$ cat src/hdl/alid_pkg.sv
// Package for the array list block: opcodes, status codes, default sizes
// and the controller-to-datapath command struct. No dependencies.
`default_nettype none
package alid_pkg;

  localparam int CAPACITY_DEF   = 8;
  localparam int DATA_WIDTH_DEF = 32;

  localparam logic [1:0] OP_INSERT = 2'd0;
  localparam logic [1:0] OP_DELETE = 2'd1;
  localparam logic [1:0] OP_FIND   = 2'd2;

  localparam logic [2:0] ST_OK       = 3'd0;
  localparam logic [2:0] ST_FULL     = 3'd1;
  localparam logic [2:0] ST_ILLEGAL  = 3'd2;
  localparam logic [2:0] ST_EMPTY    = 3'd3;
  localparam logic [2:0] ST_NOTFOUND = 3'd4;

  typedef struct packed {
    logic load;  // capture the command on accepted transfer
    logic exec;  // apply the captured command to the list
  } ctrl_t;

endpackage
`default_nettype wire

$ cat src/hdl/alid_ctrl.sv
// Controller of the array list: accept/execute state machine and result strobe.
// Depends on alid_pkg.
`default_nettype none
module alid_ctrl (
  input  wire logic          clk_i,
  input  wire logic          rst_ni,
  input  wire logic          start_i,
  output logic               busy_o,
  output logic               valid_o,
  output alid_pkg::ctrl_t    ctrl_o
);
  import alid_pkg::*;

  typedef enum logic {
    S_IDLE,
    S_EXEC
  } state_e;

  state_e state_q;
  logic   done_q;

  always_ff @(posedge clk_i or negedge rst_ni) begin
    if (!rst_ni) begin
      state_q <= S_IDLE;
      done_q  <= 1'b0;
    end else begin
      case (state_q)
        S_IDLE: begin
          done_q <= 1'b0;
          if (start_i) state_q <= S_EXEC;
        end
        S_EXEC: begin
          done_q  <= 1'b1;
          state_q <= S_IDLE;
        end
        default: begin
          done_q  <= 1'b0;
          state_q <= S_IDLE;
        end
      endcase
    end
  end

  assign busy_o      = (state_q == S_EXEC);
  assign valid_o     = done_q;
  assign ctrl_o.load = start_i && (state_q == S_IDLE);
  assign ctrl_o.exec = (state_q == S_EXEC);

endmodule
`default_nettype wire

$ cat src/hdl/alid_datapath.sv
// Datapath of the array list: command latch, row of entry cells with shift
// and compare, entry count and result registers. Depends on alid_pkg.
`default_nettype none
module alid_datapath #(
  parameter int CAPACITY   = alid_pkg::CAPACITY_DEF,
  parameter int DATA_WIDTH = alid_pkg::DATA_WIDTH_DEF,
  parameter int PosW       = $clog2(CAPACITY + 1),
  parameter int IdxW       = (CAPACITY > 1) ? $clog2(CAPACITY) : 1
) (
  input  wire logic                   clk_i,
  input  wire logic                   rst_ni,
  input  wire alid_pkg::ctrl_t        ctrl_i,
  input  wire logic [1:0]             opcode_i,
  input  wire logic [PosW-1:0]        position_i,
  input  wire logic [DATA_WIDTH-1:0]  value_i,
  output logic [2:0]                  status_o,
  output logic [IdxW-1:0]             found_position_o,
  output logic [PosW-1:0]             entry_count_o
);
  import alid_pkg::*;

  logic [1:0]            op_q;
  logic [PosW-1:0]       pos_q;
  logic [DATA_WIDTH-1:0] val_q;

  logic [DATA_WIDTH-1:0] entries_q [CAPACITY];
  logic [DATA_WIDTH-1:0] entries_d [CAPACITY];
  logic [PosW-1:0]       count_q, count_d;
  logic [2:0]            status_q, status_d;
  logic [IdxW-1:0]       found_q, found_d;
  logic [CAPACITY-1:0]   match;
  logic                  is_full, is_illegal, is_empty;

  assign is_full    = (count_q == PosW'(CAPACITY));
  assign is_illegal = (pos_q > count_q);
  assign is_empty   = (pos_q >= count_q);

  always_comb begin
    for (int i = 0; i < CAPACITY; i++) begin
      match[i] = (PosW'(i) < count_q) && (entries_q[i] == val_q);
    end
  end

  always_comb begin
    entries_d = entries_q;
    count_d   = count_q;
    status_d  = ST_OK;
    found_d   = '0;
    case (op_q)
      OP_INSERT: begin
        if (is_full) begin
          status_d = ST_FULL;
        end else if (is_illegal) begin
          status_d = ST_ILLEGAL;
        end else begin
          for (int i = 0; i < CAPACITY; i++) begin
            if (PosW'(i) == pos_q) begin
              entries_d[i] = val_q;
            end else if ((i > 0) && (PosW'(i) > pos_q)) begin
              entries_d[i] = entries_q[(i > 0) ? i - 1 : 0];
            end
          end
          count_d = count_q + 1'b1;
        end
      end
      OP_DELETE: begin
        if (is_empty) begin
          status_d = ST_EMPTY;
        end else begin
          for (int i = 0; i < CAPACITY - 1; i++) begin
            if (PosW'(i) >= pos_q) entries_d[i] = entries_q[i + 1];
          end
          count_d = count_q - 1'b1;
        end
      end
      OP_FIND: begin
        status_d = (|match) ? ST_OK : ST_NOTFOUND;
        for (int i = CAPACITY - 1; i >= 0; i--) begin
          if (match[i]) found_d = IdxW'(i);
        end
      end
      default: begin
        status_d = ST_OK;
      end
    endcase
  end

  always_ff @(posedge clk_i or negedge rst_ni) begin
    if (!rst_ni) begin
      count_q <= '0;
    end else if (ctrl_i.exec) begin
      count_q <= count_d;
    end
  end

  always_ff @(posedge clk_i) begin
    if (ctrl_i.load) begin
      op_q  <= opcode_i;
      pos_q <= position_i;
      val_q <= value_i;
    end
    if (ctrl_i.exec) begin
      entries_q <= entries_d;
      status_q  <= status_d;
      found_q   <= found_d;
    end
  end

  assign status_o         = status_q;
  assign found_position_o = found_q;
  assign entry_count_o    = count_q;

endmodule
`default_nettype wire

$ cat src/hdl/array_list_insert_delete_find.sv
// Top level of the array list: ties the controller to the datapath.
// Depends on alid_pkg, alid_ctrl and alid_datapath.
//
// Usage:
//   Command channel: an operation (opcode_i, position_i, value_i) transfers
//   at a rising edge where start_i is high and busy_o is low. Opcodes are
//   insert, delete and find; opcode 3 does nothing and reports ok.
//   Result channel: valid_o is high for exactly one cycle per operation,
//   carrying status_o, found_position_o and entry_count_o (count after the
//   operation). The receiver cannot stall; the result must be taken then.
// Timing:
//   The edge after the transfer applies the operation to the entry cells
//   (parallel shift and compare), valid_o follows in the next cycle.
//   busy_o is high for the one execute cycle, so no new operation is taken
//   while one executes; a new start may transfer during the valid_o cycle.
// Reset:
//   rst_ni clears the list to empty and idles the controller. Entry contents
//   are undefined until written; only entries below the count are read.
`default_nettype none
module array_list_insert_delete_find #(
  parameter int CAPACITY   = alid_pkg::CAPACITY_DEF,
  parameter int DATA_WIDTH = alid_pkg::DATA_WIDTH_DEF,
  parameter int PosW       = $clog2(CAPACITY + 1),
  parameter int IdxW       = (CAPACITY > 1) ? $clog2(CAPACITY) : 1
) (
  input  wire logic                         clk_i,
  input  wire logic                         rst_ni,
  input  wire logic                         start_i,
  output logic                              busy_o,
  input  wire logic [1:0]                   opcode_i,
  input  wire logic [PosW-1:0]              position_i,
  input  wire logic signed [DATA_WIDTH-1:0] value_i,
  output logic                              valid_o,
  output logic [2:0]                        status_o,
  output logic [IdxW-1:0]                   found_position_o,
  output logic [PosW-1:0]                   entry_count_o
);
  import alid_pkg::*;

  ctrl_t ctrl;

  alid_ctrl u_ctrl (
    .clk_i   (clk_i),
    .rst_ni  (rst_ni),
    .start_i (start_i),
    .busy_o  (busy_o),
    .valid_o (valid_o),
    .ctrl_o  (ctrl)
  );

  alid_datapath #(
    .CAPACITY   (CAPACITY),
    .DATA_WIDTH (DATA_WIDTH),
    .PosW       (PosW),
    .IdxW       (IdxW)
  ) u_datapath (
    .clk_i            (clk_i),
    .rst_ni           (rst_ni),
    .ctrl_i           (ctrl),
    .opcode_i         (opcode_i),
    .position_i       (position_i),
    .value_i          (value_i),
    .status_o         (status_o),
    .found_position_o (found_position_o),
    .entry_count_o    (entry_count_o)
  );

endmodule
`default_nettype wire

$ cat config.mk
export PLATFORM = sky130hd
export DESIGN_NAME = array_list_insert_delete_find
export DESIGN_NICKNAME = d
export VERILOG_FILES = /design/src/hdl/alid_pkg.sv /design/src/hdl/alid_ctrl.sv /design/src/hdl/alid_datapath.sv /design/src/hdl/array_list_insert_delete_find.sv
export SDC_FILE = /design/constraint.sdc
export NUM_CORES = 1
export LEC_CHECK = 0
export BUFFER_PORTS_ARGS = -buffer_cell sky130_fd_sc_hd__buf_2
export CELL_PAD_IN_SITES_DETAIL_PLACEMENT = 1
export CELL_PAD_IN_SITES_GLOBAL_PLACEMENT = 1
export CORE_MARGIN = 2
export CORE_UTILIZATION = 39
export CTS_CLUSTER_DIAMETER = 40
export DETAILED_ROUTE_END_ITERATION = 10
export PLACE_DENSITY_LB_ADDON = 0.08
export SETUP_SLACK_MARGIN = 0.1
export SLEW_MARGIN = 40
export SYNTH_ARGS = -nofsm -noshare
export SYNTH_HDL_FRONTEND = slang
export SYNTH_HIERARCHICAL = 1
export SYNTH_SLANG_ARGS = --single-unit
$ cat constraint.sdc
create_clock -name clk_i -period 5.9 [get_ports clk_i]
set_input_delay 0.59 -clock clk_i [delete_from_list [all_inputs] [get_ports clk_i]]
set_output_delay 0.59 -clock clk_i [all_outputs]
set_load 0.005 [all_outputs]
---- Word level (Yosys, flattened, before mapping) ----
Index checks and enable logic that the tools add are counted.
cells by class
  add/sub/neg operators ................... 2
  multiply operators ...................... 0
  div/mod/pow operators ................... 0
  order comparisons ....................... 24
  eq/ne operators ......................... 35
  shift operators ......................... 0
  mux-type cells .......................... 45
  bitwise operators ....................... 4
  reduce and logical (&&, ||, !) cells .... 26
operators with widths
  kind                  number
  $mux W32              22
  $mux W256             2
  $pmux W224 S2         1
  $eq A32 B32 Y1        8
  $mux W224             1
  $reduce_and A7 Y1     7
  $mux W3               6
  $ne A3 B1 Y1 const B  6
  $eq A3 B4 Y1 const A  4
  $gt A3 B4 Y1 const A  4
  $lt A3 B4 Y1 const A  4
  $ne A2 B1 Y1 const B  8
  $ge A3 B4 Y1 const A  3
  $mux W4               3
  $reduce_and A5 Y1     2
  $logic_and A1 B1 Y1   9
  $pmux W3 S3           1
  $eq A2 B4 Y1 const A  2
  $ge A1 B4 Y1 const A  2
  $ge A2 B4 Y1 const A  2
  $gt A2 B4 Y1 const A  2
  $lt A1 B4 Y1 const A  2
  $lt A2 B4 Y1 const A  2
  $mux W2               4
  21 further kinds      29
storage, ports and cells
  register bits ........................... 306
  latch bits .............................. 0
  RAM bits ................................ 0
  bits in read-only memories .............. 0
  input port bits ......................... 41
  output and inout port bits .............. 12
  memories kept ........................... 0

---- Depth between registers and ports, before layout ----
Gate-level depths: netlist (run 1).
  word-level depth ........................ 9
  depth in mapped cells ................... 10

---- Cells and area by module ----
The synthesis (run 1) kept the hierarchy.
by module, submodules not included
  module         times used  cells an instance  area each (um^2)  sequential area each (um^2)
  alid_datapath  1           1527               17345.4           9108.7
  alid_ctrl      1           4                  71.3              50.0

---- Least setup slack after synthesis (run 1) ----
No wires, ideal clock.
  path type ............................... register -> register
  start ................................... register u_datapath.count_q[3], in the netlist u_datapath/entry_count_o[3]
  end ..................................... register u_datapath/entries_q[224] (netlist bit) (enable)
  library setup time ...................... 461 ps
  arrival ................................. 4290 ps
  required time ........................... 5439 ps
  slack ................................... 1149 ps
  cell stages (with the launch flop) ...... 11
  path buffers ............................ 1
  period minus slack after synthesis ...... 4751 ps
  cells stage by stage .................... dfrtp_1 -> clkbuf_1 -> inv_1 -> ha_1 -> and3_1 -> nand2b_1 -> a22o_1 -> nand2_1 -> a21o_1 -> or3_1 -> nor3_1
on the way
  longest elaborated chain between the ends .. 3
  elaborated cells between the ends (all ways) .. 7
  those cells by class .................... order compare: 2; eq/ne: 4; reduce/logical: 1
ends and longest elaborated chain
  what                                        RTL line              source
  from (decl)                                 alid_datapath.sv:28   logic [PosW-1:0] count_q, count_d;
  from (signal assigned)                      alid_datapath.sv:92   count_q <= count_d;
  $ge A4 B4 Y1, or another cell as far along  alid_datapath.sv:36   assign is_empty = (pos_q >= count_q);
  $ne A2 B2 Y1 (no line)                      -
  $reduce_and A7 Y1 (no line) (*)             -
  to (signal assigned)                        alid_datapath.sv:103  entries_q <= entries_d;
  to (decl)                                   alid_datapath.sv:26   logic [DATA_WIDTH-1:0] entries_q [CAPACITY];
Mark *: on every way between the ends. The rest lies on a longest branch, timed or not.
A chain may end at the register's enable or synchronous reset.

---- Worst setup path in the final report (run 1) ----
  start ................................... register u_datapath.pos_q[1]
  end ..................................... register u_datapath/entries_q[179] (netlist bit) (enable)
on the way
  longest elaborated chain between the ends .. 3
  elaborated cells between the ends (all ways) .. 10
  those cells by class .................... order compare: 4; eq/ne: 5; reduce/logical: 1
ends and longest elaborated chain
  what                                                  RTL line             source
  from (decl)                                           alid_datapath.sv:23  logic [PosW-1:0] pos_q;
  from (signal assigned)                                alid_datapath.sv:99  pos_q <= position_i;
  $gt A2 B4 Y1, or another cell as far along            alid_datapath.sv:59  end else if ((i > 0) && (PosW'(i) > pos_q)) begin
  $ne A3 B1 Y1 (no line), or another cell as far along  -
  $reduce_and A7 Y1 (no line) (*)                       -
Marked as above.

==> results.toml, run 1 <==
[cts]
cts.path.max_buffers = 3
numCtsBuffers = 66
clk_latency_ns = 0.58
path_clk_slew_ns = 0.05
cts_tree = "done"
cts_resized = 0
clockRootBuffer = "clkbuf_16"
htreeDepth = 3
cts_sinks = 306

[layout]
n_fill_cell = 4652
fin_area_mm2 = 0.0205
multi_input_area_mm2 = 0.00771
drive_above_1_share_pct = 15.0
final_util_pct = 46.5
area_delta_synth_final_pct = 17.8
regArea_mm2 = 0.00916
final_nets = 1595

[power]
seqPwrFrac_pct = 35.7
power.total_mw = 7.68
net-switching-power_mw = 2.19
power_frac_comb_pct = 15.3
power_leakage_nw = 6.75
intPower_mw = 5.49
clkPwrFrac_pct = 49.0
ir_worst_vdd_mv = 0.364
powerDensity_mw_per_mm2 = 375
switching_share_pct = 28.5

[critical_path]
slowest_stage = "edfxtp_1"
timing.rr.start = "u_datapath/pos_q[1]$_DFFE_PP_"
cp-start-kind = "flip-flop"
crit_chain = "ha_1, and3_1, nand2b_1, a22o_1, nand2_1, a21o_1, or3_1, a21oi_4, buf_4"
crit_path_max_incr_delay_ns = 0.74
reg2reg_to = "u_datapath/entries_q[179]$_DFFE_PP_"
required_ns = 6.14
crit_type = "flip-flop to flip-flop"
r2r_setup_slack_ns = 1.96
path_max_fanout = 18
worst-r2r-cell-count = 9
end_kind = "flip-flop"
arrival_ns = 4.19

[grt]
antenna_found_initial = 5
grt_pass1_vias = 12600
grt_max_degree = 102
gr-total-overflow = 0
grt_usage_pct = 26.8
grt_pass1_wl_mm = 90.1

[timing]
max_freq_mhz = 253
finalSetupTns_ns = 0
relSlewSlack_pct = 36.6
finalCritPeriodShare_pct = 66.9
min_period_ns = 3.94
setup_viol = 0
drv_slew = 0
clock_skew_ns = 0.0214
rsz0062_at_grt = "no"
worst_pin_slew_ns = 0.944
hold_violations = 0

[floorplan]
row_count = 77
fp.coreArea_mm2 = 0.0441
ioPinCount = 53
die_x_um = 215
initial_utilization_pct = 39.5
die_h_um = 215
die_area_mm2 = 0.0464

[worst_hold_path]
hp-start = "value_i[4]"
holdPathStages = 1
min_path_type = "primary input to flip-flop"
holdPathEnd = "u_datapath/val_q[4]$_DFFE_PP_"

[synthesis]
yosysUniqueCellTypes = 42
synth-seq-cells = 306
yosysWarnings = 6
synth_edf_count = 300
ys.flop_type = "edfxtp_1"
synthCells = 1531
ys_async_sr_fraction_pct = 1.96
ys_top_cells_by_area = "edfxtp_1 52%, mux2i_1 11%, xor2_1 8.2%, xnor2_1 4.8%, o21ai_0 4.7%"
syn_nets = 1579
synth_top_area_cell = "edfxtp_1"
synth_top_area_share_pct = 51.7
synth_seq_area_share_pct = 52.6
syn-cell-area_mm2 = 0.0174
syn_avg_cell_area_um2 = 11.4

[routing]
viasPerCell = 5.64
drt-total-wl_mm = 61.9
drt-wirelength-per-cell_um = 28.2
ant_nets = 0
first_iter_violations = 1065
dr_total_vias = 12400
drc = 0
first_pass_iters = 5

[placement]
dpl.hpwl_mm = 41.4
gp_congestion = 0.888
io_buffers = 52
place_area_mm2 = 0.0183

[status]
status = "finished clean"

[run]
drv_cap = 0
## layout make-up
type | count | area share, %
Antenna cell | 2 | 0.0244
Clock buffer | 73 | 8.49
Clock inverter | 46 | 2.37
Inverter | 7 | 0.140
Multi-Input combinational cell | 1077 | 37.6
Sequential cell | 306 | 44.7
Tap cell | 592 | 3.61
Timing Repair Buffer | 89 | 3.10
## Yosys cell counts (all sizes together), types with 16 or more instances
cell and instances:
clkbuf 77, a22o 33, mux2i 192, nor2 16, nor4 41, nand4 27
nand2 204, xor2 164, o21ai 198, xnor2 96, nor3 17, mux2 32
buf 64, edfxtp 300
## worst max-delay path: cells and delay by family (launching register included)
family	cells	cell delay, ns
adders and majority gates	1	0.35
DFF	1	0.74
buffers and inverters	1	0.44
AOI/OAI and AO/OA	3	1.18
and+or+nand+nor	4	0.90
## state kept, by name (all words and copies together), names as in the netlist
signal,count
u_datapath/entries_q,256
u_datapath/val_q,32
u_datapath/entry_count_o,4
u_datapath/pos_q,4
u_datapath/found_position_o,3
u_datapath/status_o,3
u_datapath/op_q,2
u_ctrl/busy_o,1
u_ctrl/valid_o,1
## power by group through the flow
stage	Clock [mW]	Sequential (mW)	Combinational [mW]
2_1_floorplan	0	2.69	0.789
5_1_grt	3.93	2.75	1.27
4_1_cts	3.83	2.74	1.17
3_3_place_gp	0	2.78	1.13
6_report	3.77	2.74	1.18
3_5_place_dp	0	2.78	1.17
## layout by cell type, fill, tap and decap left out, drive strengths merged, types with 3 or more instances in the layout
cell type	count
nand3	11
nor4	41
edfxtp	300
a22o	33
mux2	32
nor2	16
nand4	27
xnor2	96
ha	7
and3	3
clkbuf	73
o21ai	198
nor3	17
dfrtp	6
nand2	204
a21oi	9
buf	88
clkinvlp	7
inv	12
mux2i	192
clkinv	25
xor2	164
bufinv	9
nand2b	8
## worst max path at each step
stage,from,end,slack [ns]
after global placement,u_datapath/pos_q[1]$_DFFE_PP_,u_datapath/entries_q[63]$_DFFE_PP_,2.03
after CTS,u_datapath/pos_q[1]$_DFFE_PP_,u_datapath/entries_q[185]$_DFFE_PP_,1.93
after detailed placement,u_datapath/pos_q[1]$_DFFE_PP_,u_datapath/entries_q[179]$_DFFE_PP_,1.96
final,u_datapath/pos_q[1]$_DFFE_PP_,u_datapath/entries_q[179]$_DFFE_PP_,1.96
after floorplan,u_datapath/entry_count_o[3]$_DFFE_PN0P_,u_datapath/entries_q[224]$_DFFE_PP_,1.15
after global routing,u_datapath/pos_q[1]$_DFFE_PP_,u_datapath/entries_q[175]$_DFFE_PP_,1.75
## logic make-up after synthesis
| group | count (synthesis) | synth area share [%] |
|---|---|---|
| buffers and inverters | 148 | 3.84 |
| multiplexers | 224 | 13.1 |
| AND/OR/NAND/NOR | 335 | 8.79 |
| XOR/XNOR | 260 | 13.1 |
| AO/OA/AOI/OAI | 251 | 8.10 |
| flip-flops | 306 | 52.6 |
| adder cells (fa/ha/maj) | 7 | 0.503 |
## metrics by stage
stage / hold WS [ns] / setup WS (ns) / instances
after floorplan: 0.294 / 1.15 / 1531
after global placement: 0.425 / 2.03 / 2063
after detailed placement: 0.430 / 1.96 / 2070
after CTS: 0.156 / 1.93 / 2190
after global routing: 0.168 / 1.75 / 2190
final: 0.182 / 1.96 / 2192
## repair_timing
item / in CTS / in global routing
hold buffers: 1 / 0
setup buffers: 0 / 0
hold endpoints to repair: 6 / 0
## per-layer routing
layer	GRT usage, %	up-vias	wire [µm]
met5	0	-	13
met4	7.89	2	1290
met3	4.98	69	3670
met2	41.3	345	28400
met1	38.3	6390	28600
li1	-	5554	-
Note: power is estimated with default switching activity, not from simulation.
==> inputs of run 2 (changes only) <==
clock period = 3.82 ns   (was 5.9 ns; I/O delays follow)
==> run 2 against run 1 <==
  * Final cell count rose by 2.8%
  * Highest routed layer is now met4
  * Critical path type unchanged
  * Sequential share of layout area fell by 1.6 points
  * Non-clock buffer count rose by 58
  * Hold slack got worse by 0.15 ns
==> results.toml, run 2 (synthesis gave the netlist of run 1 again) <==
[status]
status = "finished clean"

[power]
power.total_mw = 12.5
powerDensity_mw_per_mm2 = 587
ir_worst_vdd_mv = 0.445
power_leakage_nw = 7.13

[critical_path]
end_kind = "flip-flop"
crit_type = "flip-flop to flip-flop"
worst-r2r-cell-count = 9
arrival_ns = 3.60
r2r_setup_slack_ns = 0.49
cp-start-kind = "flip-flop"
path_max_fanout = 32
required_ns = 4.09

[placement]
gp_congestion = 0.895
io_buffers = 52
place_ws_ns = 0.513
dpl.hpwl_mm = 42.7
place_inst = 2093
place_area_mm2 = 0.0184

[cts]
path_clk_slew_ns = 0.05
cts_sinks = 306
clockRootBuffer = "clkbuf_16"
cts.path.max_buffers = 3
clk_latency_ns = 0.60
htreeDepth = 3
numCtsBuffers = 68
post-cts-setup-buffers = 0
cts_tree = "done"

[layout]
diodes = 0
area_delta_synth_final_pct = 22.0
final_nets = 1655
final_cells = 2254
drive_above_1_share_pct = 16.5
largest_reg_flops = 256
reg_top3 = "u_datapath/entries_q x256, u_datapath/val_q x32"
layout_commonest_cell = "edfxtp_1"
final_cell_mix = "300 x edfxtp_1, 204 x nand2_1, 192 x mux2i_1, 164 x xor2_1, 163 x o21ai_0"
regMostFlops = "u_datapath/entries_q"
n_fill_cell = 4656
fin_area_mm2 = 0.0213

[floorplan]
die_area_mm2 = 0.0464
fp.coreArea_mm2 = 0.0441
row_count = 77
initial_utilization_pct = 39.5
ioPinCount = 53
die_x_um = 215
die_h_um = 215

[timing]
fin_ws_ns = 0.491
max_freq_mhz = 300
finalSetupTns_ns = 0
setup_viol = 0
drv_slew = 0
rsz0062_at_grt = "no"
clock_skew_ns = 0.0225
min_period_ns = 3.33
relSlewSlack_pct = 43.2
finalCritPeriodShare_pct = 87.2
worst_pin_slew_ns = 0.853
hold_violations = 0

[routing]
viasPerCell = 5.59
dr_total_vias = 12600
drt-wirelength-per-cell_um = 27.9
drc = 0
first_pass_iters = 5
ant_nets = 0
first_iter_violations = 988
drt-total-wl_mm = 63.0

[grt]
grt_pass1_vias = 13300
antenna_found_initial = 0
gr-total-overflow = 0
grt_max_degree = 164
grt_usage_pct = 27.4
grt_pass1_wl_mm = 92.2

[worst_hold_path]
min_path_type = "primary input to flip-flop"
holdPathStages = 1

[run]
drv_cap = 0
==> run 2: worst max-delay path, stage by stage (launching register included) <==
cell and delay [ns]:
edfxtp_1 0.65, ha_1 0.34, a21o_1 0.16, a21oi_1 0.18, a22o_1 0.25, nand2_1 0.11, a21o_1 0.31, or3_1 0.51
nor3_4 0.21, buf_12 0.26
==> run 2: metal layers <==
layer  global-route usage, %  vias to the layer above  part of all wire [%]
met2                    42.5                      343                    46
met1                    37.4                     6483                    45
li1                        -                     5681                     -
met3                    5.21                      103                   5.3
met5                       0                        -                     0
met4                    12.0                        0                   4.0
==> run 2: area by class of cell <==
| class | count | area [µm²] | area share, % |
|---|---|---|---|
| multi-input cells | 1077 | 7720 | 36.3 |
| clock buffers | 77 | 1790 | 8.41 |
| repair buffers | 147 | 1160 | 5.46 |
| inverters | 7 | 26.3 | 0.124 |
| well taps | 592 | 741 | 3.49 |
| clock inverters | 48 | 661 | 3.11 |
| flip-flops and latches | 306 | 9160 | 43.1 |
==> run 2: path summary, 6_finish.rpt <==
path | from | to
max in group asynchronous | rst_ni | u_ctrl/busy_o$_DFF_PN0_
hold / removal | value_i[5] | u_datapath/val_q[5]$_DFFE_PP_
min in group asynchronous | rst_ni | u_datapath/entry_count_o[2]$_DFFE_PN0P_
setup reg to reg | u_datapath/pos_q[2]$_DFFE_PP_ | u_datapath/entries_q[244]$_DFFE_PP_
hold reg to reg | u_datapath/entries_q[20]$_DFFE_PP_ | u_datapath/entries_q[52]$_DFFE_PP_
setup / recovery | u_datapath/pos_q[2]$_DFFE_PP_ | u_datapath/entries_q[244]$_DFFE_PP_
==> run 2: per-stage QoR <==
stage / hold WS [ns] / utilization (%)
after floorplan: 0.0864 / -
after global placement: 0.213 / 41.7
after detailed placement: 0.211 / 41.8
after CTS: 0.00788 / 48.1
after global routing: 0.0276 / 48.2
final: 0.0296 / 48.2
==> run 2: where the power goes <==
group,internal (mW),switching [mW]
Sequential,4.02,0.184
Clock,4.37,2.01
Combinational,0.616,1.27
Total,9.01,3.47
==> run 2: timing repair <==
action	CTS	global route
hold buffers	35	0
endpoints found under the hold margin	40	0
endpoints found under the setup margin	0	0
resized for setup	0	0
